### src/hdl/rbgm_pkg.sv
// shared types, constants and channel helpers for the row glow block
package rbgm_pkg;

	localparam int PIX_W  = 24;
	localparam int CHAN_W = 8;

	// configuration port shape and register indexes
	localparam int CFG_IDX_W  = 1;
	localparam int CFG_DATA_W = 4;
	localparam logic [CFG_IDX_W-1:0] CFG_COLOR_MODE = 1'b0;
	localparam logic [CFG_IDX_W-1:0] CFG_GLOW_SHIFT = 1'b1;

	// pixel formats
	localparam logic MODE_RGB888 = 1'b0;
	localparam logic MODE_RGB555 = 1'b1;

	localparam logic [3:0] BIAS_RGB888    = 4'd1;
	localparam logic [3:0] BIAS_RGB555    = 4'd13;
	localparam logic [3:0] GLOW_SHIFT_RST = 4'd7;

	localparam logic [CHAN_W-1:0] CHAN_MASK_RGB888 = 8'hff;
	localparam logic [CHAN_W-1:0] CHAN_MASK_RGB555 = 8'h1f;

	// transaction payloads
	typedef struct packed {
		logic [PIX_W-1:0] pixel_in;
		logic             row_end;
	} src_item_t;

	typedef struct packed {
		logic [PIX_W-1:0] pixel_out;
		logic             row_done;
	} dst_item_t;

	// row sequencing
	typedef enum logic [1:0] {
		ST_RUN,
		ST_FLUSH,
		ST_DRAIN
	} row_state_t;

	// result pending behind the cell row
	typedef struct packed {
		logic vld;
		logic done;
	} stage_ctl_t;

	// clear the bits that the format does not use
	function automatic logic [PIX_W-1:0] pix_mask(input logic [PIX_W-1:0] p, input logic mode);
		return (mode == MODE_RGB555) ? {9'd0, p[14:0]} : p;
	endfunction

	// one colour channel, 0 = blue, 1 = green, 2 = red
	function automatic logic [CHAN_W-1:0] chan_get(input logic [PIX_W-1:0] p, input logic mode,
			input logic [1:0] c);
		logic [CHAN_W-1:0] v;
		case (c)
			2'd0: begin
				v = (mode == MODE_RGB555) ? {3'd0, p[4:0]} : p[7:0];
			end
			2'd1: begin
				v = (mode == MODE_RGB555) ? {3'd0, p[9:5]} : p[15:8];
			end
			2'd2: begin
				v = (mode == MODE_RGB555) ? {3'd0, p[14:10]} : p[23:16];
			end
			default: begin
				v = '0;
			end
		endcase
		return v;
	endfunction

	function automatic logic [3:0] mode_bias(input logic mode);
		return (mode == MODE_RGB555) ? BIAS_RGB555 : BIAS_RGB888;
	endfunction

	function automatic logic [CHAN_W-1:0] chan_mask(input logic mode);
		return (mode == MODE_RGB555) ? CHAN_MASK_RGB555 : CHAN_MASK_RGB888;
	endfunction

endpackage

### src/hdl/rbgm_cell.sv
// one pixel cell of the window shift row
module rbgm_cell
	import rbgm_pkg::*;
(
	input  logic             clk,
	input  logic             advance,
	input  logic [PIX_W-1:0] pix_prev,
	output logic [PIX_W-1:0] pix
);

	logic [PIX_W-1:0] pix_q;

	// take the neighbour's pixel whenever the row moves
	always_ff @(posedge clk) begin
		if (advance) begin
			pix_q <= pix_prev;
		end
	end

	assign pix = pix_q;

endmodule

### src/hdl/rbgm_sums.sv
// running per-channel window sums
module rbgm_sums
	import rbgm_pkg::*;
#(
	parameter int SUM_W = 14
) (
	input  logic                  clk,
	input  logic                  arst_n,
	input  logic                  mode,
	input  logic                  restart,
	input  logic                  restart_mode,
	input  logic                  advance,
	input  logic [PIX_W-1:0]      add_pix,
	input  logic                  sub_en,
	input  logic [PIX_W-1:0]      sub_pix,
	output logic [2:0][SUM_W-1:0] sums
);

	for (genvar c = 0; c < 3; c++) begin : g_chan
		logic [SUM_W-1:0] sum_q;
		logic [SUM_W-1:0] add_v;
		logic [SUM_W-1:0] sub_v;

		// entering pixel in, pixel leaving the window out
		assign add_v = SUM_W'(chan_get(add_pix, mode, 2'(c)));
		assign sub_v = sub_en ? SUM_W'(chan_get(sub_pix, mode, 2'(c))) : '0;

		always_ff @(posedge clk or negedge arst_n) begin
			if (!arst_n) begin
				sum_q <= SUM_W'(mode_bias(MODE_RGB888));
			end else if (restart) begin
				sum_q <= SUM_W'(mode_bias(restart_mode));
			end else if (advance) begin
				sum_q <= sum_q + add_v - sub_v;
			end
		end

		assign sums[c] = sum_q;
	end

endmodule

### src/hdl/rbgm_compose.sv
// glow from the window sums, per-channel max and the output register
module rbgm_compose
	import rbgm_pkg::*;
#(
	parameter int SUM_W = 14
) (
	input  logic                  clk,
	input  logic                  arst_n,
	input  stage_ctl_t            s1,
	input  logic [PIX_W-1:0]      centre_pix,
	input  logic [2:0][SUM_W-1:0] sums,
	input  logic                  mode,
	input  logic [3:0]            glow_shift,
	input  logic                  dst_ready,
	output logic                  dst_valid,
	output dst_item_t             dst,
	output logic                  take
);

	logic                     dst_valid_q;
	dst_item_t                dst_q;
	logic [2:0][CHAN_W-1:0]   chan_max;
	logic [PIX_W-1:0]         pix_new;

	assign take = s1.vld && (!dst_valid_q || dst_ready);

	// glow per channel, cut to channel width, then max against the centre pixel
	always_comb begin
		logic [SUM_W-1:0]  shifted;
		logic [CHAN_W-1:0] glow;
		logic [CHAN_W-1:0] orig;
		for (int c = 0; c < 3; c++) begin
			shifted     = sums[c] >> glow_shift;
			glow        = shifted[CHAN_W-1:0] & chan_mask(mode);
			orig        = chan_get(centre_pix, mode, 2'(c));
			chan_max[c] = (glow > orig) ? glow : orig;
		end
		if (mode == MODE_RGB555) begin
			pix_new = {9'd0, chan_max[2][4:0], chan_max[1][4:0], chan_max[0][4:0]};
		end else begin
			pix_new = {chan_max[2], chan_max[1], chan_max[0]};
		end
	end

	// output register
	always_ff @(posedge clk or negedge arst_n) begin
		if (!arst_n) begin
			dst_valid_q <= 1'b0;
		end else if (take) begin
			dst_valid_q <= 1'b1;
		end else if (dst_ready) begin
			dst_valid_q <= 1'b0;
		end
	end

	always_ff @(posedge clk) begin
		if (take) begin
			dst_q.pixel_out <= pix_new;
			dst_q.row_done  <= s1.done;
		end
	end

	assign dst_valid = dst_valid_q;
	assign dst       = dst_q;

endmodule

### src/hdl/row_box_glow_max_compose_top.sv
// top level of the horizontal row glow: cell row, sums, sequencing, output
//
//  channel | handshake                  | payload
//  --------+----------------------------+------------------------------------
//  src     | src_valid / src_ready      | pixel_in[23:0], row_end
//  dst     | dst_valid / dst_ready      | pixel_out[23:0], row_done
//  cfg     | cfg_we (no wait)           | cfg_index[0:0], cfg_data[3:0]
//
// while the cell row is not held it takes one pixel per cycle as a row streams,
// and after row_end one of HALF_WINDOW empty flush slots per cycle; the next row's
// first pixel waits until the final result is taken. a result passes the pending
// slot and output register once the pixel HALF_WINDOW places ahead has entered
// the cell row. a stall on dst holds the cell row once the pending result slot is
// full. reset clears configuration to RGB888 / shift 7 and starts an empty row.
module row_box_glow_max_compose_top
	import rbgm_pkg::*;
#(
	parameter int HALF_WINDOW = 32
) (
	input  logic                  clk,
	input  logic                  arst_n,
	input  logic                  src_valid,
	output logic                  src_ready,
	input  src_item_t             src,
	output logic                  dst_valid,
	input  logic                  dst_ready,
	output dst_item_t             dst,
	input  logic                  cfg_we,
	input  logic [CFG_IDX_W-1:0]  cfg_index,
	input  logic [CFG_DATA_W-1:0] cfg_data
);

	localparam int WIN    = 2 * HALF_WINDOW;
	localparam int FILL_W = $clog2(WIN + 1);
	localparam int STEP_W = (HALF_WINDOW > 1) ? $clog2(HALF_WINDOW) : 1;
	localparam int SUM_W  = $clog2(255 * WIN + 14);

	logic                  color_mode_q;
	logic [3:0]            glow_shift_q;
	logic                  mode_write;
	logic                  restart_mode;

	row_state_t            state_q;
	row_state_t            state_nxt;
	logic [FILL_W-1:0]     fill_q;
	logic [FILL_W-1:0]     fill_nxt;
	logic [STEP_W-1:0]     step_q;
	stage_ctl_t            stage_s1;

	logic                  src_take;
	logic                  flush_adv;
	logic                  row_restart;
	logic                  out_take;
	logic                  s1_free;
	logic                  last_step;
	logic                  chain_adv;
	logic                  emit;
	logic                  sub_en;
	logic [FILL_W:0]       flush_pos;
	logic [PIX_W-1:0]      shift_in;
	logic [PIX_W-1:0]      chain_pix [WIN];
	logic [2:0][SUM_W-1:0] sums;

	// configuration registers
	assign mode_write   = cfg_we && (cfg_index == CFG_COLOR_MODE);
	assign restart_mode = mode_write ? cfg_data[0] : color_mode_q;

	always_ff @(posedge clk or negedge arst_n) begin
		if (!arst_n) begin
			color_mode_q <= MODE_RGB888;
			glow_shift_q <= GLOW_SHIFT_RST;
		end else if (cfg_we) begin
			case (cfg_index)
				CFG_COLOR_MODE: begin
					color_mode_q <= cfg_data[0];
				end
				CFG_GLOW_SHIFT: begin
					glow_shift_q <= cfg_data;
				end
				default: begin
				end
			endcase
		end
	end

	// row position bookkeeping
	assign s1_free   = !stage_s1.vld || out_take;
	assign src_take  = src_valid && src_ready;
	assign chain_adv = src_take || flush_adv;
	assign last_step = (step_q == STEP_W'(HALF_WINDOW - 1));
	assign fill_nxt  = (fill_q == FILL_W'(WIN)) ? fill_q : fill_q + 1'b1;
	assign flush_pos = (FILL_W + 1)'(fill_q) + (FILL_W + 1)'(step_q);

	// a result appears when the centre cell holds a pixel of this row
	assign emit   = src_take ? (fill_nxt > FILL_W'(HALF_WINDOW))
	                         : (flush_pos >= (FILL_W + 1)'(HALF_WINDOW));
	// the last cell leaves the window when it holds a pixel of this row
	assign sub_en = src_take ? (fill_q == FILL_W'(WIN))
	                         : (flush_pos >= (FILL_W + 1)'(WIN));

	assign shift_in = flush_adv ? '0 : pix_mask(src.pixel_in, color_mode_q);

	// row sequencer: next state
	always_comb begin
		state_nxt = state_q;
		case (state_q)
			ST_RUN: begin
				if (src_take && src.row_end) begin
					state_nxt = ST_FLUSH;
				end
			end
			ST_FLUSH: begin
				if (flush_adv && last_step) begin
					state_nxt = ST_DRAIN;
				end
			end
			ST_DRAIN: begin
				if (out_take) begin
					state_nxt = ST_RUN;
				end
			end
			default: begin
				state_nxt = ST_RUN;
			end
		endcase
	end

	// row sequencer: outputs
	always_comb begin
		src_ready   = 1'b0;
		flush_adv   = 1'b0;
		row_restart = mode_write;
		case (state_q)
			ST_RUN: begin
				src_ready = s1_free;
			end
			ST_FLUSH: begin
				flush_adv = s1_free;
			end
			ST_DRAIN: begin
				row_restart = out_take || mode_write;
			end
			default: begin
			end
		endcase
	end

	always_ff @(posedge clk or negedge arst_n) begin
		if (!arst_n) begin
			state_q <= ST_RUN;
			fill_q  <= '0;
			step_q  <= '0;
		end else begin
			state_q <= state_nxt;
			if (row_restart) begin
				fill_q <= '0;
			end else if (src_take) begin
				fill_q <= fill_nxt;
			end
			if (src_take) begin
				step_q <= '0;
			end else if (flush_adv) begin
				step_q <= step_q + 1'b1;
			end
		end
	end

	// pending result slot between cell row and output register
	always_ff @(posedge clk or negedge arst_n) begin
		if (!arst_n) begin
			stage_s1 <= '0;
		end else if (chain_adv) begin
			stage_s1.vld  <= emit;
			stage_s1.done <= flush_adv && last_step;
		end else if (out_take) begin
			stage_s1.vld <= 1'b0;
		end
	end

	// window cell row, newest pixel in cell 0
	for (genvar i = 0; i < WIN; i++) begin : g_cell
		if (i == 0) begin : g_head
			rbgm_cell u_cell (
				.clk      (clk),
				.advance  (chain_adv),
				.pix_prev (shift_in),
				.pix      (chain_pix[i])
			);
		end else begin : g_body
			rbgm_cell u_cell (
				.clk      (clk),
				.advance  (chain_adv),
				.pix_prev (chain_pix[i-1]),
				.pix      (chain_pix[i])
			);
		end
	end

	rbgm_sums #(
		.SUM_W (SUM_W)
	) u_sums (
		.clk          (clk),
		.arst_n       (arst_n),
		.mode         (color_mode_q),
		.restart      (row_restart),
		.restart_mode (restart_mode),
		.advance      (chain_adv),
		.add_pix      (shift_in),
		.sub_en       (sub_en),
		.sub_pix      (chain_pix[WIN-1]),
		.sums         (sums)
	);

	rbgm_compose #(
		.SUM_W (SUM_W)
	) u_compose (
		.clk        (clk),
		.arst_n     (arst_n),
		.s1         (stage_s1),
		.centre_pix (chain_pix[HALF_WINDOW]),
		.sums       (sums),
		.mode       (color_mode_q),
		.glow_shift (glow_shift_q),
		.dst_ready  (dst_ready),
		.dst_valid  (dst_valid),
		.dst        (dst),
		.take       (out_take)
	);

	// no pixel is taken in the cycle after a row end
	a_flush_blocks_input: assert property (@(posedge clk) disable iff (!arst_n)
		(src_take && src.row_end) |=> !src_ready)
		else $error("pixel accepted right after row end");

	// the row's final result only waits while draining
	a_done_in_drain: assert property (@(posedge clk) disable iff (!arst_n)
		(stage_s1.vld && stage_s1.done) |-> (state_q == ST_DRAIN))
		else $error("row done pending outside drain");

	// the fill count never passes the window length
	a_fill_bound: assert property (@(posedge clk) disable iff (!arst_n)
		fill_q <= FILL_W'(WIN))
		else $error("fill count beyond window");

	// handing over the final result starts a fresh row
	a_restart_after_done: assert property (@(posedge clk) disable iff (!arst_n)
		(out_take && stage_s1.done) |=> (fill_q == '0 && state_q == ST_RUN))
		else $error("row not restarted after final result");

endmodule
### config.mk
export PLATFORM = sky130hd
export DESIGN_NAME = row_box_glow_max_compose_top
export DESIGN_NICKNAME = d
export VERILOG_FILES = /design/src/hdl/rbgm_pkg.sv /design/src/hdl/rbgm_cell.sv /design/src/hdl/rbgm_sums.sv /design/src/hdl/rbgm_compose.sv /design/src/hdl/row_box_glow_max_compose_top.sv
export SDC_FILE = /design/constraint.sdc
export NUM_CORES = 1
export LEC_CHECK = 0
export ABC_AREA = 1
export ABC_CLOCK_PERIOD_IN_PS = 14800
export BUFFER_PORTS_ARGS = -buffer_cell sky130_fd_sc_hd__buf_2
export CAP_MARGIN = 25
export CELL_PAD_IN_SITES_DETAIL_PLACEMENT = 2
export CELL_PAD_IN_SITES_GLOBAL_PLACEMENT = 2
export CORE_MARGIN = 3
export CORE_UTILIZATION = 48
export CTS_CLUSTER_DIAMETER = 200
export DETAILED_ROUTE_END_ITERATION = 7
export GPL_ROUTABILITY_DRIVEN = 0
export HOLD_SLACK_MARGIN = 0.06
export PLACE_DENSITY_LB_ADDON = 0.1
export SLEW_MARGIN = 20
export SYNTH_ARGS = -nofsm -noshare
export SYNTH_HDL_FRONTEND = slang
export SYNTH_SLANG_ARGS = --single-unit
### constraint.sdc
create_clock -name clk -period 14.8 [get_ports clk]
set_input_delay 2.96 -clock clk [delete_from_list [all_inputs] [get_ports clk]]
set_output_delay 2.96 -clock clk [all_outputs]
set_load 0.01 [all_outputs]
==> metrics.cfg, run 1 <==
[yosys]
synth_unique_cells = 43
syn_avg_cell_area_sq_um = 18.4
syn-cell-area_sq_um = 55600
synthCells = 3030
seq_area_frac_synth = 0.872
yosys_register_bits = 1625
yosys_warnings = 0
synthArstFlopShare = 0.0394
dominantRegCellSynth = edfxtp_1
number_of_enable_flip_flop_cells_after_synthesis = 1561
synthesis.nets = 3165

[status]
first-error = [ERROR DPL-0033] detailed placement checks failed during check placement.
failed_stage = 3_5_place_dp
status = stopped before the end

[placement]
number_of_input_and_output_port_buffers_inserted = 61
dpl.hpwl_microns = 132000

[floorplanning]
i_o_pin_cnt = 62
die_x_microns = 346
chipHeight_microns = 346
floorplan.initialDensity = 0.485
floorplan.rows = 124

[cell usage after synthesis, types with 6 or more instances]
master | n | area (sq um)
fa_1 | 25 | 500
nand2_1 | 496 | 1860
mux2i_1 | 6 | 60.1
o22ai_1 | 16 | 100
or2_2 | 11 | 68.8
o21ai_0 | 79 | 395
buf_2 | 23 | 115
dfrtp_1 | 58 | 1450
edfxtp_1 | 1561 | 46900
nand3_1 | 156 | 781
nor2_1 | 130 | 488
ha_1 | 75 | 938
dfstp_2 | 6 | 158
xnor2_1 | 8 | 70.1
o21ai_1 | 9 | 45.0
a21oi_1 | 75 | 375
clkbuf_1 | 13 | 48.8
inv_1 | 214 | 803
[per-stage QoR]
stage / area (sq um) / instances / hold WS [ns] / setup WS, ns
floorplan: 55600 / 3030 / 0.400 / 4.62
global placement: 57800 / 4577 / 0.400 / 7.64
[cell families after synthesis]
logic type / count (synthesis) / share of synthesized area
flops: 1625 / 0.872
simple gates: 814 / 0.0602
buf+inv: 269 / 0.0194
compound gates: 204 / 0.0200
fa+ha+maj: 100 / 0.0259
xor+xnor: 12 / 0.00189
mux: 6 / 0.00108
==> run 2: changes to the inputs <==
CELL_PAD_IN_SITES_DETAIL_PLACEMENT = unset   (was 2)
CELL_PAD_IN_SITES_GLOBAL_PLACEMENT = unset   (was 2)
CORE_UTILIZATION = 40   (was 48)
CTS_CLUSTER_DIAMETER = unset   (was 200)
HOLD_SLACK_MARGIN = unset   (was 0.06)
PLACE_DENSITY_LB_ADDON = 0.15   (was 0.1)
==> metrics.cfg, run 2 <==
[clocking]
post_cts_hold_buffer_count = 0
cts_root_buffer = clkbuf_16
postCtsSetupBuffers = 0
clockBufferDepth = 3
clock_latency_ns = 0.77
cts_tree = built
clkSlewWorstSetupHoldPaths_ns = 0.06
cts-buffers-inserted = 164
h-tree-depth = 4
cts.sink_count = 1625
cts_repair_resize_count = 0

[finish]
mostFrequentLayoutCells = edfxtp_1 (1,561), nand2_1 (496), inv_1 (214)
largest_register_ffs = 1512
fin_nets = 3370
commonest_non_fill_non_tap_cell_in_the_layout = edfxtp_1
layout_cells_sized_above_1 = 0.100
antenna-diode-count = 0
area_delta_synth_final_pct = 14.0

[power]
power_leakage_nw = 23.1
total_power_mw = 15.2
swShare = 0.287
p_clk_frac = 0.255
cellInternalPower_mw = 10.8
powerDensity_nw_per_um2 = 240
seqPwrFrac = 0.555
worst_ir_drop_vdd_mv = 0.176
switchingPower_mw = 4.37
combinational_fraction_of_design_power = 0.190

[worst_setup_path]
crit_family = buffers and inverters
critical_path_arrival_ns = 3.64
worstSetupPathType = in -> out
timing.critical_path.from = dst_ready
cp.required_ns = 11.84
cp_cell_sequence = buf_2 > inv_1 > nand3_1 > nand2_1 > inv_2 > buf_2
timing.critical_path.to_type = output pin
crit_path_max_fanout = 4
critical_path.n_buffers_inverters = 4
cp_common_cell = buf_2
slowest_stage = inv_1
cp-start-kind = input pin
r2r_start = state_q[1]
timing.critical_path.slowest_cell_delay_ns = 0.14

[yosys]
synthDominantAreaCellType = edfxtp_1
yosys_warnings = 0  ; unchanged
seq_area_frac_synth = 0.872  ; unchanged
most_used_standard_cells_in_the_synthesized_netlist = edfxtp_1 (1,561), nand2_1 (496), inv_1 (214)
synthArstFlopShare = 0.0394  ; unchanged
synthesis.nets = 3165  ; unchanged
synthDominantCellAreaShare = 0.843  ; unchanged
ys_top_cells_by_area = edfxtp_1 (84%), nand2_1 (3.3%), dfrtp_1 (2.6%)
syn-cell-area_sq_um = 55600  ; unchanged
dominantRegCellSynth = edfxtp_1
number_of_enable_flip_flop_cells_after_synthesis = 1561  ; unchanged
synth_unique_cells = 43  ; unchanged
synth_most_common_cell = edfxtp_1
yosys_register_bits = 1625  ; unchanged
syn_avg_cell_area_sq_um = 18.4  ; unchanged
synthCells = 3030  ; unchanged

[global_routing]
largest_net_degree_at_the_start_of_global_routing = 213
global_route_wire_length_before_repair_microns = 141000
antenna_found_initial = 4
grt.total_usage = 0.127
grt_pass1_vias = 24144
global_route.overflow_total = 0

[routing]
detail_route.first_pass.iterations = 6
post_route_drc = 0
num_vias = 24819
totalWireLength_microns = 89800
dr.first_iter.drc_count = 2399
route.detailed.vias_per_inst = 4.81
drtAntennaViolNets = 0
wire_per_inst_microns = 17.4

[sta]
report.final.hold_viol_count = 0
period_share = 0.446
timing_worst_slew_pin_value_ns = 1.21
finalWorstPathRequiredPeriod_ns = 6.60
maxSlewHeadroom = 0.194
grt_setup_unrepaired = false
clock.fmax_mhz = 152
setup_total_negative_slack_ns = 0
holdWs_ns = 0.388
final_max_slew_viol_count = 0
setup_viol_count_final = 0
worst_clock_skew_ns = 0.0374

[floorplanning]
die_x_microns = 379  ; +9.4%
fp.coreArea_sq_um = 138000
chipHeight_microns = 379  ; +9.4%
floorplan.initialDensity = 0.404  ; -0.0816
floorplan.rows = 136  ; +9.7%
fp.dieArea_sq_um = 144000
i_o_pin_cnt = 62  ; unchanged

[hold_path]
timing.hold.worst.start = g_cell[27].g_body.u_cell.pix[15]
min_path_type = reg -> reg

[job]
maxCapViolCount = 0

[placement]
dpl.hpwl_microns = 51400  ; -61%
number_of_input_and_output_port_buffers_inserted = 61  ; unchanged

[status]
status = finished clean

run 2: cell counts after synthesis:
Identical to the previous run, type by type.
run 2: cell type report:
class | instances | area, sq um
sequential | 1625 | 48500
clock buffer | 214 | 4330
tap | 1794 | 2240
inverter | 222 | 838
clock inverter | 86 | 743
timing repair buffer | 86 | 687
fill | 11658 | 74400
multi-input combinational | 1136 | 6080
run 2: stage by stage:
| stage | util | worst slack [ns] | cell area, sq um | cells |
|---|---|---|---|---|
| finish | 0.460 | 8.20 | 63400 | 5163 |
| global route | 0.460 | 8.13 | 63400 | 5163 |
| CTS | 0.459 | 8.20 | 63200 | 5156 |
| detailed placement | 0.422 | 7.54 | 58100 | 4856 |
| global placement | 0.422 | 7.74 | 58100 | 4856 |
| floorplan | - | 4.62 | 55600 | 3030 |
run 2: path summary, 6_finish.rpt:
| path | depth (start not counted) | end | slack, ns |
|---|---|---|---|
| max | 6 | src_ready | 8.20 |
| min | 0 | g_cell[28].g_body.u_cell.pix[15] | 0.39 |
| max reg2reg | 7 | g_cell[56].g_body.u_cell.pix[15] | 10.43 |
| min reg2reg | 0 | g_cell[28].g_body.u_cell.pix[15] | 0.39 |
| max in group asynchronous | 3 | glow_shift_q[2] | 12.02 |
| min in group asynchronous | 2 | stage_s1[0] | 2.16 |
run 2: cells by family after synthesis:
kind of cell / Yosys count / synth area share
XOR/XNOR: 12 / 0.00189
AO/OA/AOI/OAI: 204 / 0.0200
AND/OR/NAND/NOR: 814 / 0.0602
adder cells (fa/ha/maj): 100 / 0.0259
flip-flops: 1625 / 0.872
buffers and inverters: 269 / 0.0194
multiplexers: 6 / 0.00108
run 2: per-layer routing:
layer / up-vias / track usage / wire length [microns]
li1: 11520 / - / -
met3: 169 / 0.0303 / 5060
met4: 0 / 0.0422 / 2030
met5: - / 0 / 0
met2: 685 / 0.170 / 37200
met1: 12445 / 0.202 / 45500
run 2: power by group through the flow:
stage	logic, mW	registers, mW	clock network, mW
after floorplan	2.08	8.78	0
after global placement	2.73	8.52	0
after detailed placement	2.83	8.57	0
after CTS	2.83	8.53	4.02
after global routing	3.26	8.67	4.21
final	2.89	8.44	3.88
Power figures use the tool's default switching activity.
==> run 3: changes to the inputs <==
ABC_AREA = 0   (was 1)
ABC_CLOCK_PERIOD_IN_PS = 6100   (was 14800)
clock period = 6.1 ns   (was 14.8 ns; I/O delays follow)
==> metrics.cfg, run 3 <==
[worst_setup_path]
cp-start-kind = register
slowest_stage = o21ai_2
critical_path_arrival_ns = 6.01  ; +2.37 ns
cp.required_ns = 6.79  ; -5.05 ns
r2r_start = fill_q[0]
critical_path.n_buffers_inverters = 3  ; -1
timing.critical_path.slowest_cell_delay_ns = 0.54  ; +0.40 ns
crit_path_max_fanout = 13  ; +9
crit_family = compound AO/OA/AOI/OAI gates
timing.critical_path.to_type = register
timing.critical_path.from = fill_q[0]
cp_cell_sequence = ha_1 > inv_1 > fa_1 > nor2b_1 > o21ai_0 > nand2_1 > o21a_1 > o21ai_2 > buf_4 > nor3b_1 > fa_1 > inv_1 > ha_1 > a21oi_1 > nor3_1 > a2111oi_0 > a21oi_1 > or4_1 > nand3_1
worstSetupPathType = reg -> reg

[yosys]
synth_most_common_cell = edfxtp_1
synth_unique_cells = 76  ; +77%
synthesis.nets = 2722  ; -14%
synth_fa_ha_area_frac = 0.0259  ; +0.0000297
combinational_family_with_the_most_area_after_synthesis = compound AO/OA/AOI/OAI gates
seq_area_frac_synth = 0.873  ; +0.00100
dominantRegCellSynth = edfxtp_1
synthArstFlopShare = 0.0394  ; unchanged
synthDominantAreaCellType = edfxtp_1
post_synth_xor_xnor_area = 0.00552  ; +0.00363
number_of_enable_flip_flop_cells_after_synthesis = 1561  ; unchanged
synthSimpleGateAreaFrac = 0.0253  ; -0.0349
synthDominantCellAreaShare = 0.844  ; +0.000968
synthCells = 2587  ; -15%
syn_avg_cell_area_sq_um = 21.5  ; +17%
most_used_standard_cells_in_the_synthesized_netlist = edfxtp_1 (1,561), inv_1 (132), nand2_1 (84)
syn-cell-area_sq_um = 55600  ; -0.11%
synth.mux.area_fraction = 0.0274  ; +0.0263
ys_top_cells_by_area = edfxtp_1 (84%), dfrtp_1 (2.6%), ha_1 (1.7%)
yosys_warnings = 0  ; unchanged
synthesized_area_fraction_occupied_by_ao_oa_aoi_and_oai_cells = 0.0291  ; +0.00916
yosys_register_bits = 1625  ; unchanged

[global_routing]
largest_net_degree_at_the_start_of_global_routing = 152  ; -29%
antenna_found_initial = 7  ; +3
grt_pass1_vias = 23186  ; -4.0%
grt.total_usage = 0.127  ; -0.000146
global_route.overflow_total = 0  ; unchanged
global_route_wire_length_before_repair_microns = 138000  ; -2.2%

[finish]
antenna-diode-count = 0  ; unchanged
n_fill_cell = 11373  ; -2.4%
regArea_sq_um = 48500  ; about the same
area_delta_synth_final_pct = 14.3
fin_nets = 2932  ; -13%
largest_register_ffs = 1512  ; unchanged
mostFrequentLayoutCells = edfxtp_1 (1,561), clkbuf_16 (164), inv_1 (131)
layout_cells_sized_above_1 = 0.131  ; +0.0313
final_area_sq_um = 63500  ; +0.16%
commonest_non_fill_non_tap_cell_in_the_layout = edfxtp_1
area_taken_by_multi_input_logic_gates_sq_um = 6310  ; +3.8%

[floorplanning]
i_o_pin_cnt = 62  ; unchanged
floorplan.initialDensity = 0.404  ; about the same
chipHeight_microns = 379  ; about the same
fp.dieArea_sq_um = 143000  ; -0.11%
die_x_microns = 379  ; about the same
floorplan.rows = 136  ; unchanged
fp.coreArea_sq_um = 138000  ; -0.12%

[routing]
route.detailed.vias_per_inst = 4.89  ; +1.8%
wire_per_inst_microns = 19.0  ; +9.1%
post_route_drc = 0  ; unchanged
drtAntennaViolNets = 0  ; unchanged
detail_route.first_pass.iterations = 6  ; unchanged
totalWireLength_microns = 89700  ; -0.14%
dr.first_iter.drc_count = 2289  ; -4.6%
num_vias = 23118  ; -6.9%

[power]
powerDensity_nw_per_um2 = 589  ; +150%
power_leakage_nw = 23.8  ; +3.2%
switchingPower_mw = 9.93  ; +130%
cellInternalPower_mw = 27.5  ; +150%
p_clk_frac = 0.261  ; +0.006
worst_ir_drop_vdd_mv = 0.242  ; +37%
combinational_fraction_of_design_power = 0.155  ; -0.035
swShare = 0.265  ; -0.0219
seqPwrFrac = 0.584  ; +0.029

[clocking]
clockBufferDepth = 3  ; unchanged
cts_repair_resize_count = 0  ; unchanged
cts_tree = built
h-tree-depth = 4  ; unchanged
cts-buffers-inserted = 164  ; unchanged
cts.sink_count = 1625  ; unchanged
cts_root_buffer = clkbuf_16
clkSlewWorstSetupHoldPaths_ns = 0.06  ; about the same
post_cts_hold_buffer_count = 0  ; unchanged
postCtsSetupBuffers = 0  ; unchanged
clock_latency_ns = 0.79  ; +0.02 ns

[sta]
setup_total_negative_slack_ns = 0  ; unchanged
finalWorstPathRequiredPeriod_ns = 5.31
period_share = 0.871
setup_viol_count_final = 0  ; unchanged
worst_clock_skew_ns = 0.0270  ; -0.0104 ns
final.setup.worst_slack_ns = 0.786  ; -7.42 ns
clock.fmax_mhz = 188
maxSlewHeadroom = 0.371  ; +0.177
grt_setup_unrepaired = false
timing_worst_slew_pin_value_ns = 0.943  ; -0.265 ns
final_max_slew_viol_count = 0  ; unchanged
report.final.hold_viol_count = 0  ; unchanged

[placement]
post-place-ws_ns = 0.681  ; -6.86 ns
number_of_input_and_output_port_buffers_inserted = 61  ; unchanged
place_area_sq_um = 58200  ; +0.12%
dpl.hpwl_microns = 52200  ; +1.5%

[hold_path]
min_path_type = reg -> reg
timing.hold.worst.start = g_cell[61].g_body.u_cell.pix[2]

[status]
status = finished clean

[job]
maxCapViolCount = 0  ; unchanged

==> run 3: layer usage <==
layer	up-vias	GRT usage	share of wire
met5	-	0	0
met4	0	0.0465	0.028
met3	187	0.0338	0.062
met2	606	0.171	0.42
met1	11805	0.196	0.49
li1	10520	-	-
==> run 3: final timing paths <==
path	endpoint	slack, ns	depth (start not counted)
hold / removal	g_cell[62].g_body.u_cell.pix[2]	0.41	0
setup / recovery	u_sums.g_chan[0].sum_q[13]	0.79	19
hold reg to reg	g_cell[62].g_body.u_cell.pix[2]	0.41	0
setup reg to reg	u_sums.g_chan[0].sum_q[13]	0.79	19
max in group asynchronous	color_mode_q	4.79	1
min in group asynchronous	u_sums.g_chan[1].sum_q[5]	0.57	1
==> run 3: cells by family (layout without fill, tap and decap cells) <==
kind of cell               count (synthesis)  in the layout
xor gates and xnor gates                  35             35
buffers and inverters                    184            528
adders and majority gates                100            100
AOI/OAI and AO/OA                        244            244
and+or+nand+nor                          288            288
DFF                                     1625           1625
muxes                                    111            111
==> run 3: cell type report <==
type,count,area share
clock buffers,202,0.0669
repair buffers,95,0.0105
well taps,1794,0.0353
clock inverters,98,0.0165
flip-flops and latches,1625,0.763
inverters,133,0.00798
multi-input cells,778,0.0994
==> run 3: power groups by stage <==
stage	clock network (mW)	logic [mW]	registers, mW
after floorplan	0	4.25	21.2
after global placement	0	5.50	22.0
after detailed placement	0	5.77	22.1
after CTS	10.1	5.79	22.0
after global routing	10.6	6.45	22.5
final	9.76	5.81	21.8
==> run 3: per-stage QoR <==
stage               std cells   util  hold slack (ns)  power (mW)
floorplan                2587      -            0.400        25.5
finish                   4725  0.461            0.408        37.4
CTS                      4724  0.461            0.405        38.0
global placement         4422  0.423            0.400        27.5
global route             4725  0.461            0.411        39.6
detailed placement       4424  0.423            0.405        27.8
==> run 3: worst register-to-register path: stages (launching register included) <==
cell and delay, ns:
dfrtp_1 0.48, ha_1 0.21, inv_1 0.05, fa_1 0.34, nor2b_1 0.13, o21ai_0 0.28
nand2_1 0.12, o21a_1 0.23, o21ai_2 0.54, buf_4 0.31, nor3b_1 0.09, fa_1 0.53
inv_1 0.04, ha_1 0.24, a21oi_1 0.27, nor3_1 0.11, a2111oi_0 0.51, a21oi_1 0.19
or4_1 0.43, nand3_1 0.10
